==> src/sv/swbs_pkg.sv <==
// Shared types, field widths and codes for the sliding-window block sender.
package swbs_pkg;

  localparam int FILE_SIZE_W = 29;
  localparam int ID_W        = 32;
  localparam int COUNT_W     = 5;
  localparam int INDEX_W     = 12;
  localparam int OFFSET_W    = 28;
  localparam int LENGTH_W    = 17;
  localparam int ACKED_W     = 13;
  localparam int CFG_INDEX_W = 1;
  localparam int CFG_DATA_W  = 32;

  localparam logic [CFG_INDEX_W-1:0] CFG_FILE_SIZE   = 1'b0;
  localparam logic [CFG_INDEX_W-1:0] CFG_TRANSFER_ID = 1'b1;

  typedef enum logic [1:0] {
    KIND_REQUEST = 2'd0,
    KIND_ACK     = 2'd1,
    KIND_RESTART = 2'd2
  } kind_e;

  typedef enum logic [2:0] {
    ST_IDLE,
    ST_DONE_CHK,
    ST_ISSUE,
    ST_ACK_MUL,
    ST_ACK_CHK,
    ST_SCAN_RD,
    ST_SCAN_TST
  } state_e;

  // Answer of the shared span unit: whether an offset lies inside the file, and
  // the length of the block that starts there, masked to the length field.
  typedef struct packed {
    logic                in_file;
    logic [LENGTH_W-1:0] len;
  } span_t;

endpackage

==> src/sv/swbs_span_unit.sv <==
// Shared compare and subtract unit: checks an offset against the file size.
module swbs_span_unit #(
  parameter int BLOCK_BYTES = 65536,
  parameter int OP_W        = 37
) (
  input  logic [OP_W-1:0]                 off_i,
  input  logic [swbs_pkg::FILE_SIZE_W-1:0] file_size_i,
  output swbs_pkg::span_t                 span_o
);
  import swbs_pkg::*;

  localparam logic [OP_W-1:0] BbOp = OP_W'(BLOCK_BYTES);

  logic [OP_W-1:0] size_ext;
  logic [OP_W-1:0] remain;
  logic [OP_W-1:0] len_full;

  assign size_ext = OP_W'(file_size_i);
  assign remain   = size_ext - off_i;
  // The final block is whatever remains of the file when that is short.
  assign len_full = (remain < BbOp) ? remain : BbOp;

  assign span_o.in_file = (off_i < size_ext);
  assign span_o.len     = len_full[LENGTH_W-1:0];

endmodule

==> config.mk <==
export PLATFORM = sky130hd
export DESIGN_NAME = swbs_span_unit
export DESIGN_NICKNAME = d
export VERILOG_FILES = /design/src/sv/swbs_pkg.sv /design/src/sv/swbs_span_unit.sv
export SDC_FILE = /design/constraint.sdc
export NUM_CORES = 1
export LEC_CHECK = 0
export ABC_AREA = 0
export BUFFER_PORTS_ARGS = -buffer_cell sky130_fd_sc_hd__buf_4
export CORE_UTILIZATION = 50
export DETAILED_ROUTE_END_ITERATION = 12
export PLACE_DENSITY = 0.79
export RECOVER_POWER = 25
export SYNTH_ARGS = -nofsm -noshare
export SYNTH_HDL_FRONTEND = slang
export SYNTH_SLANG_ARGS = --single-unit
export TNS_END_PERCENT = 10
==> constraint.sdc <==
create_clock -name vclk -period 3.84
set_input_delay 0.384 -clock vclk [all_inputs]
set_output_delay 0.384 -clock vclk [all_outputs]
set_load 0.005 [all_outputs]
## Word-level counts from Yosys, hierarchy flattened

Cells that the tools add are included.

- Memory bits (writable): 0
- Input bits: 66
- Register bits: 0
- Word-level logic and storage cells: 4
- Memory bits (read-only): 0
- Memories kept: 0
- Bits in latches: 0
- Output and inout bits: 18

- Mux-type cells: 1
- Bitwise gates (word level): 0
- Equality and inequality tests: 0
- Reduce and logical (&&, ||, !) cells: 0
- Divide/modulo/power cells: 0
- $add $sub $neg: 1
- $lt $le $gt $ge: 2
- Multipliers: 0
- Shifts and indexed selects: 0

Operators with widths:

| cell | number |
|---|---|
| < comparator 37 x 17 -> 1 bit, second input constant | 1 |
| < comparator 37 x 29 -> 1 bit | 1 |
| subtractor 29 x 37 -> 37 bit | 1 |
| two-way mux 17 bit | 1 |

## Logic depth before layout (Yosys ltp)

Gate-level depths: netlist of the first run.

- Depth in word-level cells: 3
- Gate-level depth with buffers: 14
- Gate-level depth less buffers: 12

## Least setup slack after synthesis of the first run

No wires, ideal clock.

- Path kind: input to output
- Start: in file_size_i[0] (netlist bit)
- End: out span_o[16] (netlist bit)
- Path buffers: 1
- Arrival time: 2.976 ns
- Stages: 13
- Data required time: 3.456 ns
- Slack: 0.480 ns
- Cell sequence: inv_1 ha_1 fa_1 nand2b_1 a21oi_1 o31ai_2 nand2_2 a211o_1 a221o_1 o21ai_1 or4_4 buf_6 or3_1

RTL lines:

| element | line | source |
|---|---|---|
| from (decl) | swbs_span_unit.sv:7 | `input logic [swbs_pkg::FILE_SIZE_W-1:0] file_size_i,` |
| to (decl) | swbs_span_unit.sv:8 | `output swbs_pkg::span_t span_o` |

==> impl_metrics.sql, run 1 <==
INSERT INTO impl_metrics (metric_group, metric, value, unit) VALUES
('floorplanning', 'num_rows', '25', ''),
('min_path', 'holdCritStartpoint', 'off_i[35]', ''),
('detailed_routing', 'route.vias.total', '3180', ''),
('timing', 'timing.final.ws_setup', '94.5', 'ps'),
('cells_and_area', 'nFillCells', '411', ''),
('detailed_routing', 'routed_wire_length', '7570', 'um'),
('timing', 'whs', '1160', 'ps'),
('power', 'power_frac_clock', '0', ''),
('detailed_routing', 'met3_wirelength', '420', 'um'),
('cells_and_area', 'final-seq-area', '0', 'um^2'),
('power', 'pwr_density', '139', 'nW/um^2'),
('worst_setup_path', 'crit_fanout', '16', ''),
('synthesis', 'synthesis.yosys.warnings', '0', ''),
('cells_and_area', 'synthToLayoutAreaGrowth', '30.6', '%'),
('power', 'share_of_total_power_consumed_by_net_switching', '0.566', ''),
('cells_and_area', 'final_nets', '559', ''),
('detailed_routing', 'routedWlPerCell', '14.3', 'um'),
('synthesis', 'post_synth.cell_area_avg', '6.42', 'um^2'),
('power', 'power.combinational.fraction', '1.000', ''),
('timing', 'slew_headroom', '0.620', ''),
('worst_setup_path', 'criticalPathCategory', 'in -> out', ''),
('worst_setup_path', 'setup.worst_path.start_class', 'primary input', ''),
('min_path', 'hp-class', 'in -> out', ''),
('detailed_routing', 'met2RoutedLength', '3810', 'um'),
('timing', 'final_layout_setup_total_negative_slack', '0', 'ps'),
('detailed_routing', 'drtIter0Drc', '249', ''),
('power', 'irDropWorstVdd', '70.9', 'uV'),
('detailed_routing', 'routed_via_density', '6.02', ''),
('timing', 'min_period', '3750', 'ps'),
('place', 'dpl.hpwl', '6530', 'um'),
('global_routing', 'global_route_wire_length_before_repair', '12400', 'um'),
('power', 'power.net_switching', '0.000251', 'W'),
('place', 'gp_routability_congestion', '0.993', ''),
('timing', 'rsz0062_at_grt', 'false', ''),
('timing', 'worst_slew_pin_slew', '564', 'ps'),
('cells_and_area', 'clock_buffer_count_in_the_final_layout', '0', ''),
('detailed_routing', 'post-route-drc-count', '0', ''),
('worst_setup_path', 'critPathArrivalTime', '3360', 'ps'),
('global_routing', 'grt.overflow.total', '0', ''),
('detailed_routing', 'm1WireLength', '3200', 'um'),
('global_routing', 'groute.usage.overall', '0.287', ''),
('floorplanning', 'fp.dieH', '72.0', 'um'),
('timing', 'period_share', '0.975', ''),
('floorplanning', 'core_region_area', '4720', 'um^2'),
('worst_setup_path', 'worst_ep_required_time', '3460', 'ps'),
('worst_setup_path', 'cp-startpoint', 'off_i[0]', ''),
('global_routing', 'grt_start_max_net_pins', '17', ''),
('cells_and_area', 'n_antenna_cell', '0', ''),
('power', 'internal_power', '0.000192', 'W'),
('floorplanning', 'initial_core_util', '0.519', ''),
('place', 'portBuffers', '84', ''),
('synthesis', 'post_synthesis_cell_count', '382', ''),
('place', 'place_ws', '46.8', 'ps'),
('synthesis', 'part_of_the_yosys_area_used_for_sequential_elements', '0', ''),
('detailed_routing', 'top_signal_layer_used', 'met4', ''),
('run', 'cap_viol_max_count', '0', ''),
('outcome', 'run_status', 'finished, final reports clean', ''),
('detailed_routing', 'drtAntennaViolNets', '0', ''),
('global_routing', 'antenna_found_initial', '0', ''),
('floorplanning', 'ios', '84', ''),
('floorplanning', 'die_area', '5190', 'um^2'),
('timing', 'hold_viol_final', '0', ''),
('synthesis', 'synth.distinct_cells', '59', ''),
('synthesis', 'postSynthNetCount', '478', ''),
('cells_and_area', 'drive_gt1_frac', '0.265', ''),
('power', 'design_power_total', '0.000444', 'W'),
('floorplanning', 'die_width', '72.0', 'um'),
('timing', 'final-setup-viol-count', '0', ''),
('worst_setup_path', 'cp-end-kind', 'primary output', ''),
('timing', 'timing.fmax', '267', 'MHz'),
('cells_and_area', 'sequential_cell_total', '0', ''),
('global_routing', 'first_global_vias', '2855', ''),
('detailed_routing', 'drt_first_pass_iters', '5', ''),
('power', 'cellLeakagePower', '1.45', 'nW'),
('timing', 'slew_violations', '0', ''),
('power', 'sequentialPowerShare', '0', ''),
('synthesis', 'summed_instance_area_of_the_synthesized_netlist', '2450', 'um^2');
==> final timing paths <==
kind | to | cells after the start
worst max-delay path | span_o[0] | 14
worst min-delay path | span_o[17] | 5
==> layout by cell type (no fill, tap or decap), drive strengths merged, types with 6 or more instances in the layout <==
cell     n
a21o     8
a21oi   47
ha      29
nor3    20
nand2   35
o21ai   21
nand4   25
nor2    30
xor2     9
o21a     7
a211oi   6
or3      7
nand3    8
xnor2   13
buf     95
inv     34
==> area by class of cell <==
cell class                 instances  area [um^2]  share of cell area
tap                               67         83.8              0.0262
inverter                          34          128              0.0399
timing repair buffer              95          713               0.223
multi-input combinational        332         2280               0.711
==> cells in the mapped netlist (all sizes together), types with 5 or more instances <==
cell,instances,area share
a21oi,47,0.099
nand2,35,0.055
inv,34,0.052
nor2,30,0.046
ha,29,0.15
nand4,25,0.064
o21ai,21,0.043
nor3,20,0.061
xnor2,13,0.046
clkbuf,9,0.014
xor2,9,0.032
a21o,8,0.025
nand3,8,0.016
buf,7,0.018
o21a,7,0.021
or3,7,0.018
a211oi,6,0.018
and2,5,0.013
nand2b,5,0.013
nor4,5,0.013
or2,5,0.013
==> metrics by stage <==
step	cells	util	cell area (um^2)
floorplan	382	-	2450
global placement	528	0.671	3170
detailed placement	528	0.671	3170
CTS	528	0.671	3170
global route	528	0.678	3200
finish	528	0.678	3200
==> per-layer routing <==
layer	vias up	track usage
met5	-	0
met4	0	0.0675
met3	14	0.00278
met2	137	0.551
met1	1435	0.356
li1	1594	-
==> logic make-up after synthesis <==
group	after synthesis	synth area share
AOI/OAI and AO/OA	120	0.321
xor gates and xnor gates	22	0.0786
adders and majority gates	30	0.156
buffers and inverters	50	0.0837
muxes	2	0.00868
and+or+nand+nor	158	0.352
==> critical path: stages <==
cell and delay (ps):
sky130_fd_sc_hd__buf_4 110, sky130_fd_sc_hd__ha_1 210, sky130_fd_sc_hd__fa_1 400, sky130_fd_sc_hd__nand2b_1 190, sky130_fd_sc_hd__a21oi_2 200, sky130_fd_sc_hd__o21a_1 180, sky130_fd_sc_hd__nor4_1 70, sky130_fd_sc_hd__o311ai_0 470
sky130_fd_sc_hd__o311a_1 240, sky130_fd_sc_hd__and4_1 200, sky130_fd_sc_hd__nand4_1 110, sky130_fd_sc_hd__buf_4 240, sky130_fd_sc_hd__nor3_1 220, sky130_fd_sc_hd__buf_4 150
==> timing repair <==
item / 4_1_cts / 5_1_grt
hold buffers: 0 / 0
resized for setup: 0 / 8
buffers inserted: 0 / 0
setup endpoints to repair: 0 / 17
==> power by group through the flow <==
stage | logic (W) | clock network (W) | registers, W
after floorplan | 0.000297 | 0 | 0
after global placement | 0.000427 | 0 | 0
after detailed placement | 0.000430 | 0 | 0
after CTS | 0.000431 | 0 | 0
after global routing | 0.000487 | 0 | 0
final | 0.000444 | 0 | 0
Power figures use the tool's default switching activity.
==> run 2, diff against run 1 <==
--- a/config.mk
+++ b/config.mk
@@ -9,5 +9,5 @@
 export BUFFER_PORTS_ARGS = -buffer_cell sky130_fd_sc_hd__buf_4
-export CORE_UTILIZATION = 50
+export CORE_UTILIZATION = 54
 export DETAILED_ROUTE_END_ITERATION = 12
-export PLACE_DENSITY = 0.79
+export PLACE_DENSITY = 0.84
 export RECOVER_POWER = 25
==> constraint.sdc (replaced) <==
create_clock -name vclk -period 3.84
set_input_delay 0.576 -clock vclk [all_inputs]
set_output_delay 0.576 -clock vclk [all_outputs]
set_load 0.005 [all_outputs]
==> run 2 against run 1 <==
Against the previous run: the flow now stops in global routing (5_1_grt); area after synthesis unchanged; synthesized cell count unchanged.
==> impl_metrics.sql, run 2 <==
INSERT INTO impl_metrics (metric_group, metric, value, unit) VALUES
('outcome', 'run_status', 'aborted with a tool error', ''),
('outcome', 'last-stage-reached', 'global routing (5_1_grt)', ''),
('outcome', 'stop_error', '[ERROR GRT-0232] Routing congestion too high. Check the congestion heatmap in the GUI.', ''),
('place', 'postPlaceCellArea', '3570', 'um^2'),
('synthesis', 'synthesis.yosys.warnings', '0', ''),
('floorplanning', 'fp.dieH', '69.4', 'um'),
('synthesis', 'postSynthNetCount', '478', ''),
('synthesis', 'post_synthesis_cell_count', '382', ''),
('floorplanning', 'ios', '84', ''),
('synthesis', 'post_synth.cell_area_avg', '6.42', 'um^2'),
('synthesis', 'part_of_the_yosys_area_used_for_sequential_elements', '0', ''),
('synthesis', 'summed_instance_area_of_the_synthesized_netlist', '2450', 'um^2'),
('synthesis', 'yosys-top-cells-area', 'sky130_fd_sc_hd__ha_1 (15%), sky130_fd_sc_hd__a21oi_1 (9.2%), sky130_fd_sc_hd__nand4_1 (6.4%), sky130_fd_sc_hd__inv_1 (5.2%), sky130_fd_sc_hd__nand2_1 (5.2%)', ''),
('global_routing', 'groute.usage.overall', '0.731', ''),
('timing', 'timing.worst_endpoint.kind', 'top-level output', ''),
('place', 'dpl.hpwl', '7660', 'um'),
('global_routing', 'grt_start_max_net_pins', '16', ''),
('synthesis', 'synth_largest_type_area_fraction', '0.148', ''),
('floorplanning', 'initial_core_util', '0.563', ''),
('place', 'gp_routability_congestion', '0.993', ''),
('synthesis', 'largest_area_contributor_in_the_synthesized_netlist', 'sky130_fd_sc_hd__ha_1', ''),
('timing', 'grt-worst-endpoint', 'span_o[16]', ''),
('cts', 'post_cts_hold_buffer_count', '0', ''),
('synthesis', 'synth.distinct_cells', '59', ''),
('synthesis', 'post-synth-top-count-cell', 'sky130_fd_sc_hd__a21oi_1', ''),
('synthesis', 'synth_common_cells', 'sky130_fd_sc_hd__a21oi_1 (45), sky130_fd_sc_hd__inv_1 (34), sky130_fd_sc_hd__nand2_1 (34)', ''),
('place', 'portBuffers', '84', ''),
('floorplanning', 'die_width', '69.4', 'um'),
('place', 'place_ws', '-302', 'ps'),
('global_routing', 'grt.overflow.total', '45', ''),
('floorplanning', 'num_rows', '24', '');
[run 2: cell counts after synthesis]
Identical to the previous run, type by type.
[run 2: timing repair]
action / CTS
resized for setup: 34
setup endpoints to repair: 17
buffers inserted: 3
pin swaps: 20
cloned: 1
[run 2: metrics by stage]
stage	hold WS (ps)	cells	setup TNS (ps)
2_1_floorplan	1280	382	0
3_3_place_gp	1520	564	-2630
3_5_place_dp	1550	564	-4530
4_1_cts	1550	567	-1710
[run 2: layer usage]
layer  overflow  global-route usage
met3          2               0.485
met4         19               0.798
met5          0              0.0556
met1          3               0.727
met2         21               0.951
[run 2: cell families after synthesis]
logic type                 count (synthesis)  synth area share
adders and majority gates                 30             0.156
and+or+nand+nor                          158             0.352
xor gates and xnor gates                  22            0.0786
buffers and inverters                     50            0.0837
muxes                                      2           0.00868
AOI/OAI and AO/OA                        120             0.321
==> run 3, diff against run 2 <==
Settings changed: CORE_UTILIZATION 54 to 40, PLACE_DENSITY 0.84 to unset, PLACE_DENSITY_LB_ADDON set to 0.15.
==> run 3 against run 2 <==
Against the previous run: the flow now finishes, with violations (negative setup slack).
==> impl_metrics.sql, run 3 (synthesis gave the netlist of run 1 again) <==
INSERT INTO impl_metrics (metric_group, metric, value, unit) VALUES
('global_routing', 'groute.usage.overall', '0.305', ''),
('outcome', 'run_status', 'finished, violations left', ''),
('worst_setup_path', 'crit_fanout', '8', ''),
('floorplanning', 'ios', '84', ''),
('power', 'irDropWorstVdd', '88.0', 'uV'),
('outcome', 'violations', 'negative setup slack', ''),
('worst_setup_path', 'crit_slowest_cell', 'sky130_fd_sc_hd__ha_4', ''),
('power', 'pwr_density', '158', 'nW/um^2'),
('floorplanning', 'die_width', '80.3', 'um'),
('place', 'place_ws', '-354', 'ps'),
('detailed_routing', 'drtAntennaViolNets', '0', ''),
('power', 'share_of_total_power_consumed_by_net_switching', '0.510', ''),
('detailed_routing', 'post-route-drc-count', '0', ''),
('timing', 'hold_viol_final', '0', ''),
('min_path', 'hp-class', 'in -> out', ''),
('worst_setup_path', 'crit_chain', 'buf_4 -> inv_1 -> ha_4 -> buf_4 -> nand2_2 -> a211oi_4 -> o21ai_4 -> buf_4 -> buf_4 -> a21oi_2 -> buf_4 -> o21ai_2 -> a211oi_2 -> xor2_2 -> buf_6 -> nand4_1 -> nor3_4 -> buf_4', ''),
('timing', 'slew_headroom', '0.665', ''),
('place', 'portBuffers', '84', ''),
('cells_and_area', 'synthToLayoutAreaGrowth', '82.1', '%'),
('timing', 'slew_violations', '0', ''),
('cells_and_area', 'layout.cells.most_common', 'sky130_fd_sc_hd__buf_4', ''),
('floorplanning', 'num_rows', '28', ''),
('detailed_routing', 'routed_wire_length', '12100', 'um'),
('worst_setup_path', 'cp-end-kind', 'primary output', ''),
('worst_setup_path', 'critPathArrivalTime', '3490', 'ps'),
('worst_setup_path', 'crit_path_max_incr_delay', '300', 'ps'),
('floorplanning', 'fp.dieH', '80.3', 'um'),
('timing', 'period_share', '1.06', ''),
('global_routing', 'global_route_wire_length_before_repair', '15600', 'um'),
('detailed_routing', 'drt_first_pass_iters', '5', ''),
('cells_and_area', 'n_antenna_cell', '0', ''),
('cells_and_area', 'final_core_utilization', '0.754', ''),
('power', 'cellLeakagePower', '2.03', 'nW'),
('global_routing', 'first_global_vias', '3404', ''),
('cells_and_area', 'clock_buffer_count_in_the_final_layout', '0', ''),
('worst_setup_path', 'criticalPathCategory', 'in -> out', ''),
('floorplanning', 'die_area', '6440', 'um^2'),
('worst_setup_path', 'worst_ep_required_time', '3260', 'ps'),
('cells_and_area', 'sequential_cell_total', '0', ''),
('place', 'placed_cells_incl_taps', '612', ''),
('worst_setup_path', 'critical_path.most_common_cell', 'sky130_fd_sc_hd__buf_4', ''),
('floorplanning', 'core_region_area', '5920', 'um^2'),
('place', 'dpl.hpwl', '7850', 'um'),
('timing', 'rsz0062_at_grt', 'true', ''),
('cells_and_area', 'final-seq-area', '0', 'um^2'),
('cts', 'post_cts_hold_buffer_count', '0', ''),
('global_routing', 'antenna_found_initial', '0', ''),
('detailed_routing', 'routed_via_density', '6.04', ''),
('power', 'power_frac_clock', '0', ''),
('power', 'power.combinational.fraction', '1.000', ''),
('power', 'power.net_switching', '0.000360', 'W'),
('place', 'gp_routability_congestion', '0.956', ''),
('detailed_routing', 'drtIter0Drc', '213', ''),
('detailed_routing', 'routedWlPerCell', '19.0', 'um'),
('cells_and_area', 'drive_gt1_frac', '0.490', ''),
('power', 'design_power_total', '0.000706', 'W'),
('power', 'internal_power', '0.000346', 'W'),
('timing', 'min_period', '4070', 'ps'),
('timing', 'timing.fmax', '246', 'MHz'),
('floorplanning', 'initial_core_util', '0.414', ''),
('timing', 'final-setup-viol-count', '17', ''),
('cells_and_area', 'post_layout_nonfiller_instances', '634', ''),
('global_routing', 'grt.overflow.total', '0', ''),
('power', 'sequentialPowerShare', '0', ''),
('cells_and_area', 'final_nets', '657', ''),
('worst_setup_path', 'setup.worst_path.start_class', 'primary input', ''),
('cells_and_area', 'layout.cells.most_common_list', 'sky130_fd_sc_hd__buf_4 (171), sky130_fd_sc_hd__a21oi_1 (33), sky130_fd_sc_hd__nor2_1 (30), sky130_fd_sc_hd__inv_1 (29), sky130_fd_sc_hd__nand2_1 (29)', ''),
('detailed_routing', 'route.vias.total', '3827', ''),
('timing', 'timing.final.ws_setup', '-229', 'ps'),
('run', 'cap_viol_max_count', '0', ''),
('timing', 'whs', '1530', 'ps'),
('global_routing', 'grt_start_max_net_pins', '17', ''),
('timing', 'worst_slew_pin_slew', '498', 'ps');
run 3: power by group through the flow:
stage | sequential (W) | clock [W] | combinational (W)
finish | 0 | 0 | 0.000706
global route | 0 | 0 | 0.000748
CTS | 0 | 0 | 0.000602
detailed placement | 0 | 0 | 0.000547
global placement | 0 | 0 | 0.000545
floorplan | 0 | 0 | 0.000297
run 3: worst paths after layout:
| path | startpoint | slack, ps | end | depth (start not counted) |
|---|---|---|---|---|
| setup / recovery | off_i[6] | -230 | span_o[2] | 18 |
| hold / removal | off_i[36] | 1530 | span_o[17] | 5 |
run 3: final cells by class:
| type | instances | area [um^2] |
|---|---|---|
| fill | 460 | 1460 |
| inverter | 34 | 135 |
| multi-input combinational | 332 | 2670 |
| tap | 75 | 93.8 |
| timing repair buffer | 193 | 1560 |
run 3: metrics by stage:
stage                     setup TNS, ps  cell area [um^2]
final                             -2120              4460
after global routing              -3440              4460
after CTS                         -1040              4100
after detailed placement          -5430              3780
after global placement            -3210              3780
after floorplan                       0              2450
run 3: routing by layer:
metal	wire length, um	up-vias	share of wire	global-route usage
met3	885	56	0.073	0.0182
li1	-	1780	-	-
met1	4450	1770	0.37	0.335
met4	564	0	0.047	0.0750
met2	6170	221	0.51	0.621
met5	0	-	0	0
run 3: worst max-delay path, delay by kind of cell:
kind	cells	cell delay [ps]
buffers and inverters	8	1000
AO/OA/AOI/OAI	5	850
AND/OR/NAND/NOR	3	530
adder cells (fa/ha/maj)	1	300
XOR/XNOR	1	230
run 3: repair_timing:
action,CTS,global route
resized for setup,43,61
gates cloned,2,0
pin swaps,27,29
buffers inserted,13,9
endpoints found under the hold margin,0,0
endpoints found under the setup margin,17,17
